**config.mk**
```make
export PLATFORM = sky130hd
export DESIGN_NAME = hysteresis_peak_top5_picker
export DESIGN_NICKNAME = d
export VERILOG_FILES = /design/src/sv/hpk_pkg.sv /design/src/sv/hpk_regs.sv /design/src/sv/hpk_dp.sv /design/src/sv/hpk_ctrl.sv /design/src/sv/hysteresis_peak_top5_picker.sv
export SDC_FILE = /design/constraint.sdc
export NUM_CORES = 2
export LEC_CHECK = 0
export BUFFER_PORTS_ARGS = -buffer_cell sky130_fd_sc_hd__buf_4
export CELL_PAD_IN_SITES_DETAIL_PLACEMENT = 0
export CELL_PAD_IN_SITES_GLOBAL_PLACEMENT = 1
export CORE_MARGIN = 4
export CORE_UTILIZATION = 53
export DETAILED_ROUTE_END_ITERATION = 10
export PLACE_DENSITY_LB_ADDON = 0.2
export SETUP_SLACK_MARGIN = 0.2
export SLEW_MARGIN = 20
export SYNTH_ARGS = -nofsm -noshare
export SYNTH_HDL_FRONTEND = slang
export SYNTH_HIERARCHICAL = 1
export SYNTH_SLANG_ARGS = --single-unit
export TNS_END_PERCENT = 30
```
**constraint.sdc**
```tcl
create_clock -name clk -period 44.6 [get_ports clk]
set_input_delay 4.46 -clock clk [delete_from_list [all_inputs] [get_ports clk]]
set_output_delay 4.46 -clock clk [all_outputs]
set_load 0.05 [all_outputs]
```
**src/sv/hpk_pkg.sv**
```systemverilog
// Shared types and constants for the hysteresis peak picker.
// Used by every module of the block; depends on nothing else.
package hpk_pkg;

  localparam int SAMPLE_BITS    = 24;
  localparam int FRAME_LEN      = 612;
  localparam int PIX_W          = 10;
  localparam int TIE_W          = 10;
  localparam int DELTA_W        = 23;
  localparam int KEY_W          = 11;
  localparam int DEF_PEAK_SLOTS = 5;
  localparam int ORIGIN_RESET   = 61;

  // APB register map, one 32-bit word per register
  localparam int APB_ADDR_W = 3;
  localparam int APB_DATA_W = 32;
  localparam logic [APB_ADDR_W-3:0] REG_HYST_DIST    = 1'd0;
  localparam logic [APB_ADDR_W-3:0] REG_ANGLE_ORIGIN = 1'd1;

  typedef struct packed {
    logic signed [SAMPLE_BITS-1:0] sample;
    logic                          frame_end;
  } pix_t;

  typedef struct packed {
    logic signed [SAMPLE_BITS-1:0] peak_height;
    logic [PIX_W-1:0]              peak_pixel;
    logic                          slot_valid;
    logic                          last_peak;
  } peak_t;

  typedef struct packed {
    logic [DELTA_W-1:0] hyst_dist;
    logic [PIX_W-1:0]   origin_mod;
  } cfg_t;

  typedef struct packed {
    logic take_item;
    logic sort_swap;
    logic emit_load;
    logic emit_last;
  } dp_cmd_t;

endpackage

```
**src/sv/hpk_regs.sv**
```systemverilog
// APB configuration registers of the peak picker.
// Also keeps the angle origin reduced modulo the frame length. Uses hpk_pkg.
module hpk_regs
  import hpk_pkg::*;
(
  input  logic                  clk,
  input  logic                  rst,
  input  logic                  psel,
  input  logic                  penable,
  input  logic                  pwrite,
  input  logic [APB_ADDR_W-1:0] paddr,
  input  logic [APB_DATA_W-1:0] pwdata,
  output logic [APB_DATA_W-1:0] prdata,
  output logic                  pready,
  output cfg_t                  cfg
);

  localparam int MOD_STEPS = 1;
  localparam int MOD_W     = PIX_W + MOD_STEPS;

  logic [DELTA_W-1:0]    hyst_dist;
  logic [PIX_W-1:0]      angle_origin_pixel;
  logic [PIX_W-1:0]      origin_mod;
  logic                  wr_en;
  logic [APB_ADDR_W-3:0] reg_idx;

  // a 10-bit origin is below twice the frame length: one compare and subtract
  function automatic logic [PIX_W-1:0] frame_mod(input logic [PIX_W-1:0] val);
    logic [MOD_W-1:0] rem;
    logic [MOD_W-1:0] step_val;
    rem = MOD_W'(val);
    for (int s = MOD_STEPS - 1; s >= 0; s--) begin
      step_val = MOD_W'(FRAME_LEN) << s;
      if (rem >= step_val) begin
        rem = rem - step_val;
      end
    end
    return rem[PIX_W-1:0];
  endfunction

  assign pready  = 1'b1;
  assign wr_en   = psel && penable && pwrite;
  assign reg_idx = paddr[APB_ADDR_W-1:2];

  always_ff @(posedge clk) begin
    if (rst) begin
      hyst_dist          <= '0;
      angle_origin_pixel <= PIX_W'(ORIGIN_RESET);
      origin_mod         <= frame_mod(PIX_W'(ORIGIN_RESET));
    end else begin
      if (wr_en) begin
        case (reg_idx)
          REG_HYST_DIST:    hyst_dist          <= pwdata[DELTA_W-1:0];
          REG_ANGLE_ORIGIN: angle_origin_pixel <= pwdata[PIX_W-1:0];
          default: ;
        endcase
      end
      origin_mod <= frame_mod(angle_origin_pixel);
    end
  end

  always_comb begin
    case (reg_idx)
      REG_HYST_DIST:    prdata = APB_DATA_W'(hyst_dist);
      REG_ANGLE_ORIGIN: prdata = APB_DATA_W'(angle_origin_pixel);
      default:          prdata = '0;
    endcase
  end

  assign cfg.hyst_dist  = hyst_dist;
  assign cfg.origin_mod = origin_mod;

endmodule

```
**src/sv/hpk_dp.sv**
```systemverilog
// Datapath of the peak picker: running max/min tracking, peak slots,
// angle keys for the frame-end sort and the output register. Uses hpk_pkg.
module hpk_dp
  import hpk_pkg::*;
#(
  parameter int PEAK_SLOTS = DEF_PEAK_SLOTS,
  localparam int SW = (PEAK_SLOTS > 1) ? $clog2(PEAK_SLOTS) : 1
) (
  input  logic          clk,
  input  logic          rst,
  input  dp_cmd_t       cmd,
  input  pix_t          pix,
  input  cfg_t          cfg,
  input  logic [SW-1:0] sel_k,
  input  logic [SW-1:0] sel_j,
  input  logic [SW-1:0] sel_best,
  input  logic [SW-1:0] sel_swap,
  output logic          key_less,
  output peak_t         peak
);

  localparam int WIDE_W = SAMPLE_BITS + 2;
  localparam logic [TIE_W-1:0] TIE_MAX = '1;

  logic signed [SAMPLE_BITS-1:0] run_max;
  logic signed [SAMPLE_BITS-1:0] run_min;
  logic [PIX_W-1:0]              max_position;
  logic [TIE_W-1:0]              tie_count;
  logic                          seeking_max;
  logic [PIX_W-1:0]              pixel_counter;
  logic signed [SAMPLE_BITS-1:0] slot_height [PEAK_SLOTS];
  logic [PIX_W-1:0]              slot_pixel  [PEAK_SLOTS];
  logic [PEAK_SLOTS-1:0]         slot_used;

  logic signed [SAMPLE_BITS-1:0] cur;
  logic signed [SAMPLE_BITS-1:0] rmax1;
  logic signed [SAMPLE_BITS-1:0] rmin1;
  logic [PIX_W-1:0]              pos1;
  logic [TIE_W-1:0]              tie1;
  logic signed [WIDE_W-1:0]      delta_w;
  logic signed [WIDE_W-1:0]      max_thr;
  logic signed [WIDE_W-1:0]      min_thr;
  logic                          confirm_max;
  logic                          confirm_min;
  logic signed [SAMPLE_BITS-1:0] eff_h [PEAK_SLOTS];
  logic signed [SAMPLE_BITS-1:0] low_val;
  logic [SW-1:0]                 low_idx;
  logic                          store;
  logic [PIX_W:0]                centre_sum;
  logic [PIX_W-1:0]              centre;
  logic [KEY_W-1:0]              key_j;
  logic [KEY_W-1:0]              key_best;

  function automatic logic [KEY_W-1:0] angle_key(input logic used,
                                                 input logic [PIX_W-1:0] pixel,
                                                 input logic [PIX_W-1:0] org);
    logic [KEY_W-1:0] key;
    if (!used) begin
      key = KEY_W'(FRAME_LEN);
    end else if (org >= pixel) begin
      key = KEY_W'(org) - KEY_W'(pixel);
    end else begin
      key = KEY_W'(org) + KEY_W'(FRAME_LEN) - KEY_W'(pixel);
    end
    return key;
  endfunction

  assign cur = pix.sample;

  always_comb begin
    if (cur > run_max) begin
      rmax1 = cur;
      pos1  = pixel_counter;
      tie1  = '0;
    end else begin
      rmax1 = run_max;
      pos1  = max_position;
      tie1  = (cur == run_max && tie_count != TIE_MAX) ? tie_count + 1'b1 : tie_count;
    end
    rmin1 = (cur < run_min) ? cur : run_min;
  end

  assign delta_w     = $signed({{(WIDE_W - DELTA_W){1'b0}}, cfg.hyst_dist});
  assign max_thr     = WIDE_W'(rmax1) - delta_w;
  assign min_thr     = WIDE_W'(rmin1) + delta_w;
  assign confirm_max = seeking_max && (WIDE_W'(cur) < max_thr);
  assign confirm_min = !seeking_max && (WIDE_W'(cur) > min_thr);

  // lowest slot, first of equals; an empty slot counts as -1
  always_comb begin
    for (int k = 0; k < PEAK_SLOTS; k++) begin
      eff_h[k] = slot_used[k] ? slot_height[k] : '1;
    end
    low_val = eff_h[0];
    low_idx = '0;
    for (int k = 1; k < PEAK_SLOTS; k++) begin
      if (eff_h[k] < low_val) begin
        low_val = eff_h[k];
        low_idx = SW'(k);
      end
    end
  end

  assign store      = confirm_max && (rmax1 > low_val);
  assign centre_sum = {1'b0, pos1} + (PIX_W + 1)'(tie1 >> 1);
  assign centre     = (centre_sum > (PIX_W + 1)'(FRAME_LEN - 1)) ?
                      PIX_W'(FRAME_LEN - 1) : centre_sum[PIX_W-1:0];

  assign key_j    = angle_key(slot_used[sel_j], slot_pixel[sel_j], cfg.origin_mod);
  assign key_best = angle_key(slot_used[sel_best], slot_pixel[sel_best], cfg.origin_mod);
  assign key_less = key_j < key_best;

  // running tracker
  always_ff @(posedge clk) begin
    if (rst) begin
      run_max       <= {1'b1, {(SAMPLE_BITS - 1){1'b0}}};
      run_min       <= {1'b0, {(SAMPLE_BITS - 1){1'b1}}};
      max_position  <= '0;
      tie_count     <= '0;
      seeking_max   <= 1'b1;
      pixel_counter <= '0;
    end else if (cmd.take_item) begin
      if (pix.frame_end) begin
        run_max       <= {1'b1, {(SAMPLE_BITS - 1){1'b0}}};
        run_min       <= {1'b0, {(SAMPLE_BITS - 1){1'b1}}};
        max_position  <= '0;
        tie_count     <= '0;
        seeking_max   <= 1'b1;
        pixel_counter <= '0;
      end else begin
        if (pixel_counter < PIX_W'(FRAME_LEN - 1)) begin
          pixel_counter <= pixel_counter + 1'b1;
        end
        if (confirm_max) begin
          run_max      <= rmax1;
          max_position <= pos1;
          run_min      <= cur;
          tie_count    <= '0;
          seeking_max  <= 1'b0;
        end else if (confirm_min) begin
          run_max      <= cur;
          max_position <= pixel_counter;
          run_min      <= rmin1;
          tie_count    <= '0;
          seeking_max  <= 1'b1;
        end else begin
          run_max      <= rmax1;
          max_position <= pos1;
          run_min      <= rmin1;
          tie_count    <= tie1;
        end
      end
    end
  end

  // peak slots: store, swap during the sort, release after the last item
  always_ff @(posedge clk) begin
    if (rst) begin
      slot_used <= '0;
    end else if (cmd.take_item && store) begin
      slot_used[low_idx] <= 1'b1;
    end else if (cmd.sort_swap) begin
      slot_used[sel_k]    <= slot_used[sel_swap];
      slot_used[sel_swap] <= slot_used[sel_k];
    end else if (cmd.emit_load && cmd.emit_last) begin
      slot_used <= '0;
    end
  end

  always_ff @(posedge clk) begin
    if (cmd.take_item && store) begin
      slot_height[low_idx] <= rmax1;
      slot_pixel[low_idx]  <= centre;
    end else if (cmd.sort_swap) begin
      slot_height[sel_k]    <= slot_height[sel_swap];
      slot_pixel[sel_k]     <= slot_pixel[sel_swap];
      slot_height[sel_swap] <= slot_height[sel_k];
      slot_pixel[sel_swap]  <= slot_pixel[sel_k];
    end
  end

  // output register
  always_ff @(posedge clk) begin
    if (cmd.emit_load) begin
      peak.peak_height <= slot_used[sel_k] ? slot_height[sel_k] : '1;
      peak.peak_pixel  <= slot_used[sel_k] ? slot_pixel[sel_k] : '0;
      peak.slot_valid  <= slot_used[sel_k];
      peak.last_peak   <= cmd.emit_last;
    end
  end

endmodule

```
**src/sv/hpk_ctrl.sv**
```systemverilog
// Controller of the peak picker: item intake, selection sort sequencing
// and result delivery. Drives the datapath through dp_cmd_t. Uses hpk_pkg.
module hpk_ctrl
  import hpk_pkg::*;
#(
  parameter int PEAK_SLOTS = DEF_PEAK_SLOTS,
  localparam int SW = (PEAK_SLOTS > 1) ? $clog2(PEAK_SLOTS) : 1
) (
  input  logic          clk,
  input  logic          rst,
  input  logic          pix_valid,
  input  logic          frame_end,
  output logic          pix_stall,
  output logic          peak_valid,
  input  logic          peak_stall,
  input  logic          key_less,
  output dp_cmd_t       cmd,
  output logic [SW-1:0] sel_k,
  output logic [SW-1:0] sel_j,
  output logic [SW-1:0] sel_best,
  output logic [SW-1:0] sel_swap
);

  localparam logic [1:0] ST_IDLE = 2'd0;
  localparam logic [1:0] ST_SORT = 2'd1;
  localparam logic [1:0] ST_EMIT = 2'd2;

  localparam logic [SW-1:0] LAST_IDX = SW'(PEAK_SLOTS - 1);
  localparam logic [SW-1:0] LAST_K   = SW'(PEAK_SLOTS - 2);

  logic [1:0]    state, state_next;
  logic [SW-1:0] k, k_next;
  logic [SW-1:0] j, j_next;
  logic [SW-1:0] best, best_next;
  logic [SW-1:0] cand;
  logic          out_free;

  assign pix_stall = (state != ST_IDLE);
  assign out_free  = !peak_valid || !peak_stall;
  assign cand      = key_less ? j : best;
  assign sel_k     = k;
  assign sel_j     = j;
  assign sel_best  = best;
  assign sel_swap  = cand;

  always_comb begin
    state_next = state;
    k_next     = k;
    j_next     = j;
    best_next  = best;
    cmd        = '0;
    case (state)
      ST_IDLE: begin
        if (pix_valid) begin
          cmd.take_item = 1'b1;
          if (frame_end) begin
            k_next     = '0;
            j_next     = SW'(1);
            best_next  = '0;
            state_next = (PEAK_SLOTS > 1) ? ST_SORT : ST_EMIT;
          end
        end
      end
      ST_SORT: begin
        if (j == LAST_IDX) begin
          // end of pass: move the smallest key into place, skip a self swap
          cmd.sort_swap = (cand != k);
          if (k == LAST_K) begin
            k_next     = '0;
            state_next = ST_EMIT;
          end else begin
            k_next    = SW'(32'(k) + 1);
            j_next    = SW'(32'(k) + 2);
            best_next = SW'(32'(k) + 1);
          end
        end else begin
          j_next    = SW'(32'(j) + 1);
          best_next = cand;
        end
      end
      ST_EMIT: begin
        if (out_free) begin
          cmd.emit_load = 1'b1;
          cmd.emit_last = (k == LAST_IDX);
          if (k == LAST_IDX) begin
            state_next = ST_IDLE;
          end else begin
            k_next = SW'(32'(k) + 1);
          end
        end
      end
      default: begin
        state_next = ST_IDLE;
      end
    endcase
  end

  always_ff @(posedge clk) begin
    if (rst) begin
      state      <= ST_IDLE;
      k          <= '0;
      j          <= '0;
      best       <= '0;
      peak_valid <= 1'b0;
    end else begin
      state <= state_next;
      k     <= k_next;
      j     <= j_next;
      best  <= best_next;
      if (cmd.emit_load) begin
        peak_valid <= 1'b1;
      end else if (!peak_stall) begin
        peak_valid <= 1'b0;
      end
    end
  end

endmodule

```
**src/sv/hysteresis_peak_top5_picker.sv**
```systemverilog
// Hysteresis peak picker, top level: ties together the APB registers,
// the controller and the datapath. Uses hpk_pkg.
//
// Each pixel item is handled when it is accepted: the running max/min tracking, the
// search for the lowest of the PEAK_SLOTS slots and the slot update all
// happen in the single accept cycle, so ordinary pixels stream at one item
// per clock outside the frame-end work. The item that carries frame_end also
// starts the frame-end work: a selection sort by angle key, one key compare
// per cycle, followed by one result item per cycle from the output register
// when the receiver does not stall. The pixel input is stalled during the
// sort and delivery. Empty slots come out last with slot_valid low and a
// height of -1.
module hysteresis_peak_top5_picker
  import hpk_pkg::*;
#(
  parameter int PEAK_SLOTS = DEF_PEAK_SLOTS
) (
  input  logic                  clk,
  input  logic                  rst,
  input  logic                  pix_valid,
  output logic                  pix_stall,
  input  pix_t                  pix_data,
  output logic                  peak_valid,
  input  logic                  peak_stall,
  output peak_t                 peak_data,
  input  logic                  psel,
  input  logic                  penable,
  input  logic                  pwrite,
  input  logic [APB_ADDR_W-1:0] paddr,
  input  logic [APB_DATA_W-1:0] pwdata,
  output logic [APB_DATA_W-1:0] prdata,
  output logic                  pready
);

  localparam int SW = (PEAK_SLOTS > 1) ? $clog2(PEAK_SLOTS) : 1;

  cfg_t          cfg;
  dp_cmd_t       cmd;
  logic          key_less;
  logic [SW-1:0] sel_k;
  logic [SW-1:0] sel_j;
  logic [SW-1:0] sel_best;
  logic [SW-1:0] sel_swap;

  hpk_regs u_regs (
    .clk     (clk),
    .rst     (rst),
    .psel    (psel),
    .penable (penable),
    .pwrite  (pwrite),
    .paddr   (paddr),
    .pwdata  (pwdata),
    .prdata  (prdata),
    .pready  (pready),
    .cfg     (cfg)
  );

  hpk_ctrl #(
    .PEAK_SLOTS (PEAK_SLOTS)
  ) u_ctrl (
    .clk        (clk),
    .rst        (rst),
    .pix_valid  (pix_valid),
    .frame_end  (pix_data.frame_end),
    .pix_stall  (pix_stall),
    .peak_valid (peak_valid),
    .peak_stall (peak_stall),
    .key_less   (key_less),
    .cmd        (cmd),
    .sel_k      (sel_k),
    .sel_j      (sel_j),
    .sel_best   (sel_best),
    .sel_swap   (sel_swap)
  );

  hpk_dp #(
    .PEAK_SLOTS (PEAK_SLOTS)
  ) u_dp (
    .clk      (clk),
    .rst      (rst),
    .cmd      (cmd),
    .pix      (pix_data),
    .cfg      (cfg),
    .sel_k    (sel_k),
    .sel_j    (sel_j),
    .sel_best (sel_best),
    .sel_swap (sel_swap),
    .key_less (key_less),
    .peak     (peak_data)
  );

endmodule

```
==> impl_metrics.xml <==
<?xml version="1.0" encoding="UTF-8"?>
<metrics>
  <group name="synthesis">
    <metric name="postSynthCellCount" unit="">3776</metric>
    <metric name="synth_seq_area_share" unit="%">33.3</metric>
    <metric name="synth_async_sr_flop_share" unit="%">0</metric>
    <metric name="synth.largest_area_cell" unit="">sky130_fd_sc_hd__edfxtp_1</metric>
    <metric name="ys_dominant_reg_cell" unit="">sky130_fd_sc_hd__edfxtp_1</metric>
    <metric name="synthesis.area_per_instance" unit="um2">8.85</metric>
    <metric name="synthTopCellsByArea" unit="">sky130_fd_sc_hd__edfxtp_1 25%, sky130_fd_sc_hd__ha_1 12%, sky130_fd_sc_hd__dfxtp_1 8.3%</metric>
    <metric name="synth_top_area_share" unit="%">25.0</metric>
    <metric name="netlist_area" unit="um2">33400</metric>
    <metric name="synth_enable_flop_cells" unit="">278</metric>
    <metric name="synth.yosys.warnings" unit="">6</metric>
    <metric name="synth.distinct_cells" unit="">95</metric>
    <metric name="ys_ff_latch" unit="">417</metric>
  </group>
  <group name="clock_network">
    <metric name="cts_inserted_buffers" unit="">48</metric>
    <metric name="clkTransAtPathRegs" unit="ns">0.06</metric>
    <metric name="cts.path.max_buffers" unit="">3</metric>
    <metric name="cts_hold_buf" unit="">0</metric>
    <metric name="later_pin_clock_latency_in_the_skew_report" unit="ns">0.61</metric>
    <metric name="post-cts-setup-buffers" unit="">0</metric>
    <metric name="cts-htree-levels" unit="">2</metric>
    <metric name="clock_tree_from_tritoncts" unit="">built</metric>
    <metric name="cts_resized" unit="">0</metric>
    <metric name="cts_sinks" unit="">417</metric>
    <metric name="root_driver" unit="">sky130_fd_sc_hd__clkbuf_16</metric>
  </group>
  <group name="route">
    <metric name="dr.pass1.iters" unit="">5</metric>
    <metric name="detailedRoute.firstIterationViolations" unit="">2924</metric>
    <metric name="drt_wl_cell" unit="um">24.4</metric>
    <metric name="residual_antenna_violating_net_count_after_detailed_routing" unit="">0</metric>
    <metric name="detail_route.wirelength" unit="mm">114</metric>
    <metric name="vias" unit="">30400</metric>
    <metric name="route.detailed.vias_per_inst" unit="">6.53</metric>
    <metric name="drc" unit="">0</metric>
  </group>
  <group name="floorplanning">
    <metric name="floorplan.die_area" unit="um2">67100</metric>
    <metric name="core_area" unit="um2">62100</metric>
    <metric name="die-height" unit="um">259</metric>
    <metric name="placementRows" unit="">91</metric>
    <metric name="die_w" unit="um">259</metric>
    <metric name="ioPinCount" unit="">138</metric>
    <metric name="start_util" unit="%">53.9</metric>
  </group>
  <group name="final_layout">
    <metric name="fraction_of_layout_instances_using_a_drive_strength_above_1" unit="%">11.0</metric>
    <metric name="most-common-layout-cells" unit="">494 x sky130_fd_sc_hd__nand2_1, 351 x sky130_fd_sc_hd__o21ai_0, 329 x sky130_fd_sc_hd__ha_1</metric>
    <metric name="post_layout_nonfiller_instances" unit="">4655</metric>
    <metric name="number_of_diodes" unit="">0</metric>
    <metric name="fillCellCount" unit="">5441</metric>
    <metric name="synthesis_to_finish_area_growth" unit="%">9.87</metric>
    <metric name="layout.nets" unit="">4180</metric>
    <metric name="most_common_cell_after_layout_fill_and_taps_aside" unit="">sky130_fd_sc_hd__nand2_1</metric>
  </group>
  <group name="sta">
    <metric name="clock.fmax" unit="MHz">55.7</metric>
    <metric name="finalSetupViolCount" unit="">0</metric>
    <metric name="worst_path_setup_slack_after_routing" unit="ns">26.65</metric>
    <metric name="worst_hold_slack" unit="ns">0.479</metric>
    <metric name="layout_worst_path_cycle_share" unit="%">40.2</metric>
    <metric name="slew_headroom" unit="%">20.5</metric>
    <metric name="timing_hold_violations_final" unit="">0</metric>
    <metric name="tightestPinTransition" unit="ns">1.19</metric>
    <metric name="finalSetupTns" unit="ns">0</metric>
    <metric name="rsz0062_at_grt" unit="">false</metric>
    <metric name="timing_max_transition_violations_final" unit="">0</metric>
    <metric name="fin_crit" unit="ns">17.95</metric>
    <metric name="finalClockSkew" unit="ns">0.0273</metric>
  </group>
  <group name="pwr">
    <metric name="static-leakage-power" unit="nW">14.3</metric>
    <metric name="max-vdd-ir-drop" unit="mV">0.0913</metric>
    <metric name="pwr_density_cell" unit="nW/um2">62.4</metric>
  </group>
  <group name="grt">
    <metric name="pin_count_of_the_biggest_net_entering_global_routing" unit="">84</metric>
    <metric name="global_route.overflow_total" unit="">0</metric>
    <metric name="grt_antenna_before_repair" unit="">1</metric>
    <metric name="grt_pass1_vias" unit="">30100</metric>
    <metric name="grt_pass1_wl" unit="mm">173</metric>
    <metric name="tot_gr_track_use" unit="%">32.7</metric>
  </group>
  <group name="min_path">
    <metric name="hold_class" unit="">flop to flop</metric>
  </group>
  <group name="worst_setup_path">
    <metric name="critical_path.endpoint_type" unit="">flop</metric>
    <metric name="timing.setup.critical_path_class" unit="">flop to flop</metric>
    <metric name="crit_path_frequent_cell" unit="">sky130_fd_sc_hd__o21ai_0</metric>
    <metric name="timing.critical_path.arrival" unit="ns">18.18</metric>
    <metric name="timing.critical_path.required" unit="ns">44.84</metric>
    <metric name="timing.critical_path.slowest_stage_cell" unit="">sky130_fd_sc_hd__dfxtp_1</metric>
    <metric name="cp-start-kind" unit="">flop</metric>
    <metric name="path_max_fanout" unit="">53</metric>
    <metric name="max_stage_delay" unit="ns">0.87</metric>
  </group>
  <group name="place">
    <metric name="place_inst" unit="">4565</metric>
    <metric name="io_port_bufs" unit="">116</metric>
    <metric name="dpl.hpwl" unit="mm">77.6</metric>
    <metric name="gpl_congestion" unit="">0.933</metric>
    <metric name="dp_worst_setup_slack" unit="ns">26.39</metric>
  </group>
  <group name="run">
    <metric name="max_cap_violations" unit="">0</metric>
  </group>
  <group name="outcome">
    <metric name="run_status" unit="">complete, no violations</metric>
  </group>
</metrics>
-- final timing paths --
kind                         from                     end  slack [ns]  cells past startpoint
max             u_dp/slot_used[0]  u_dp/slot_height[4][9]       26.65                     62
min          u_dp/max_position[3]    u_dp/max_position[3]        0.48                      1
max reg2reg     u_dp/slot_used[0]  u_dp/slot_height[4][9]       26.65                     62
min reg2reg  u_dp/max_position[3]    u_dp/max_position[3]        0.48                      1
-- layer usage --
layer,up-vias,routed length [um],GRT usage (%)
met5,-,0,0
met4,0,5380,14.4
met3,373,9250,5.04
met2,1530,54100,56.1
met1,14500,44800,41.1
li1,14000,-,-
-- stage by stage --
| stage | util, % | cell area, um2 | power (mW) |
|---|---|---|---|
| after floorplan | - | 33400 | 1.49 |
| after global placement | 56.4 | 35000 | 1.79 |
| after detailed placement | 56.4 | 35000 | 1.83 |
| after CTS | 59.1 | 36700 | 2.26 |
| after global routing | 59.2 | 36700 | 2.45 |
| final | 59.2 | 36700 | 2.29 |
-- report_power, final --
group          switching [mW]  internal, mW  leakage [nW]  total, mW
Clock                   0.171         0.257         0.826      0.429
Combinational           0.850         0.465          9.86       1.32
Sequential             0.0509         0.496          3.61      0.547
Total                    1.07          1.22          14.3       2.29
-- cell families (layout without fill, tap and decap cells) --
logic type	Yosys count	after routing	share of synthesized area, %
other	2	10	0.0225
DFF	417	417	33.3
buffers and inverters	364	398	4.36
and+or+nand+nor	1237	1237	17.6
AOI/OAI and AO/OA	1150	1150	22.3
xor gates and xnor gates	104	104	2.73
muxes	168	168	7.01
adders and majority gates	334	334	12.6
-- sequential cells by signal (all words and copies together) (netlist names), 23 cells and up --
register	count
u_dp/slot_height	192
u_dp/peak	36
u_regs/hyst_dist	23
u_dp/run_min	24
u_dp/run_max	24
u_dp/slot_pixel	50
-- critical path, delay by kind of cell (launching register included) --
family	cells	cell delay, ns
AOI/OAI and AO/OA	33	8.26
adders and majority gates	5	1.46
buffers and inverters	6	2.84
DFF	1	0.87
and+or+nand+nor	18	4.00
-- cells in the mapped netlist (9+ instances only) --
library cell	instances
sky130_fd_sc_hd__nand4_1	68
sky130_fd_sc_hd__buf_4	14
sky130_fd_sc_hd__or3_1	9
sky130_fd_sc_hd__nand3_1	70
sky130_fd_sc_hd__and2_1	13
sky130_fd_sc_hd__nor3_1	74
sky130_fd_sc_hd__nor2_1	210
sky130_fd_sc_hd__o21a_1	64
sky130_fd_sc_hd__nand2b_1	157
sky130_fd_sc_hd__a221o_1	25
sky130_fd_sc_hd__o21ai_0	353
sky130_fd_sc_hd__a22o_1	80
sky130_fd_sc_hd__a211o_1	14
sky130_fd_sc_hd__a21oi_1	249
sky130_fd_sc_hd__dfxtp_1	139
sky130_fd_sc_hd__mux4_2	46
sky130_fd_sc_hd__o21bai_1	17
sky130_fd_sc_hd__o211ai_1	20
sky130_fd_sc_hd__a221oi_1	40
sky130_fd_sc_hd__xor2_1	50
sky130_fd_sc_hd__a22oi_1	65
sky130_fd_sc_hd__o2111ai_1	9
sky130_fd_sc_hd__nand2_1	495
sky130_fd_sc_hd__nor2b_1	82
sky130_fd_sc_hd__buf_1	27
sky130_fd_sc_hd__mux2i_1	55
sky130_fd_sc_hd__inv_1	136
sky130_fd_sc_hd__clkbuf_1	175
sky130_fd_sc_hd__mux2_2	66
sky130_fd_sc_hd__a31oi_1	12
sky130_fd_sc_hd__a21o_1	73
sky130_fd_sc_hd__edfxtp_1	278
sky130_fd_sc_hd__o22ai_1	27
sky130_fd_sc_hd__a211oi_1	35
sky130_fd_sc_hd__ha_1	329
sky130_fd_sc_hd__xnor2_1	54
-- final cells by class --
| cell class | instances | area (um2) | area share, % |
|---|---|---|---|
| Clock buffer | 63 | 1330 | 3.63 |
| Inverter | 137 | 514 | 1.40 |
| Clock inverter | 26 | 352 | 0.958 |
| Sequential cell | 417 | 11100 | 30.3 |
| Tap cell | 837 | 1050 | 2.85 |
| Timing Repair Buffer | 172 | 1290 | 3.53 |
| Multi-Input combinational cell | 3003 | 21000 | 57.3 |
Note: power is estimated with default switching activity, not from simulation.
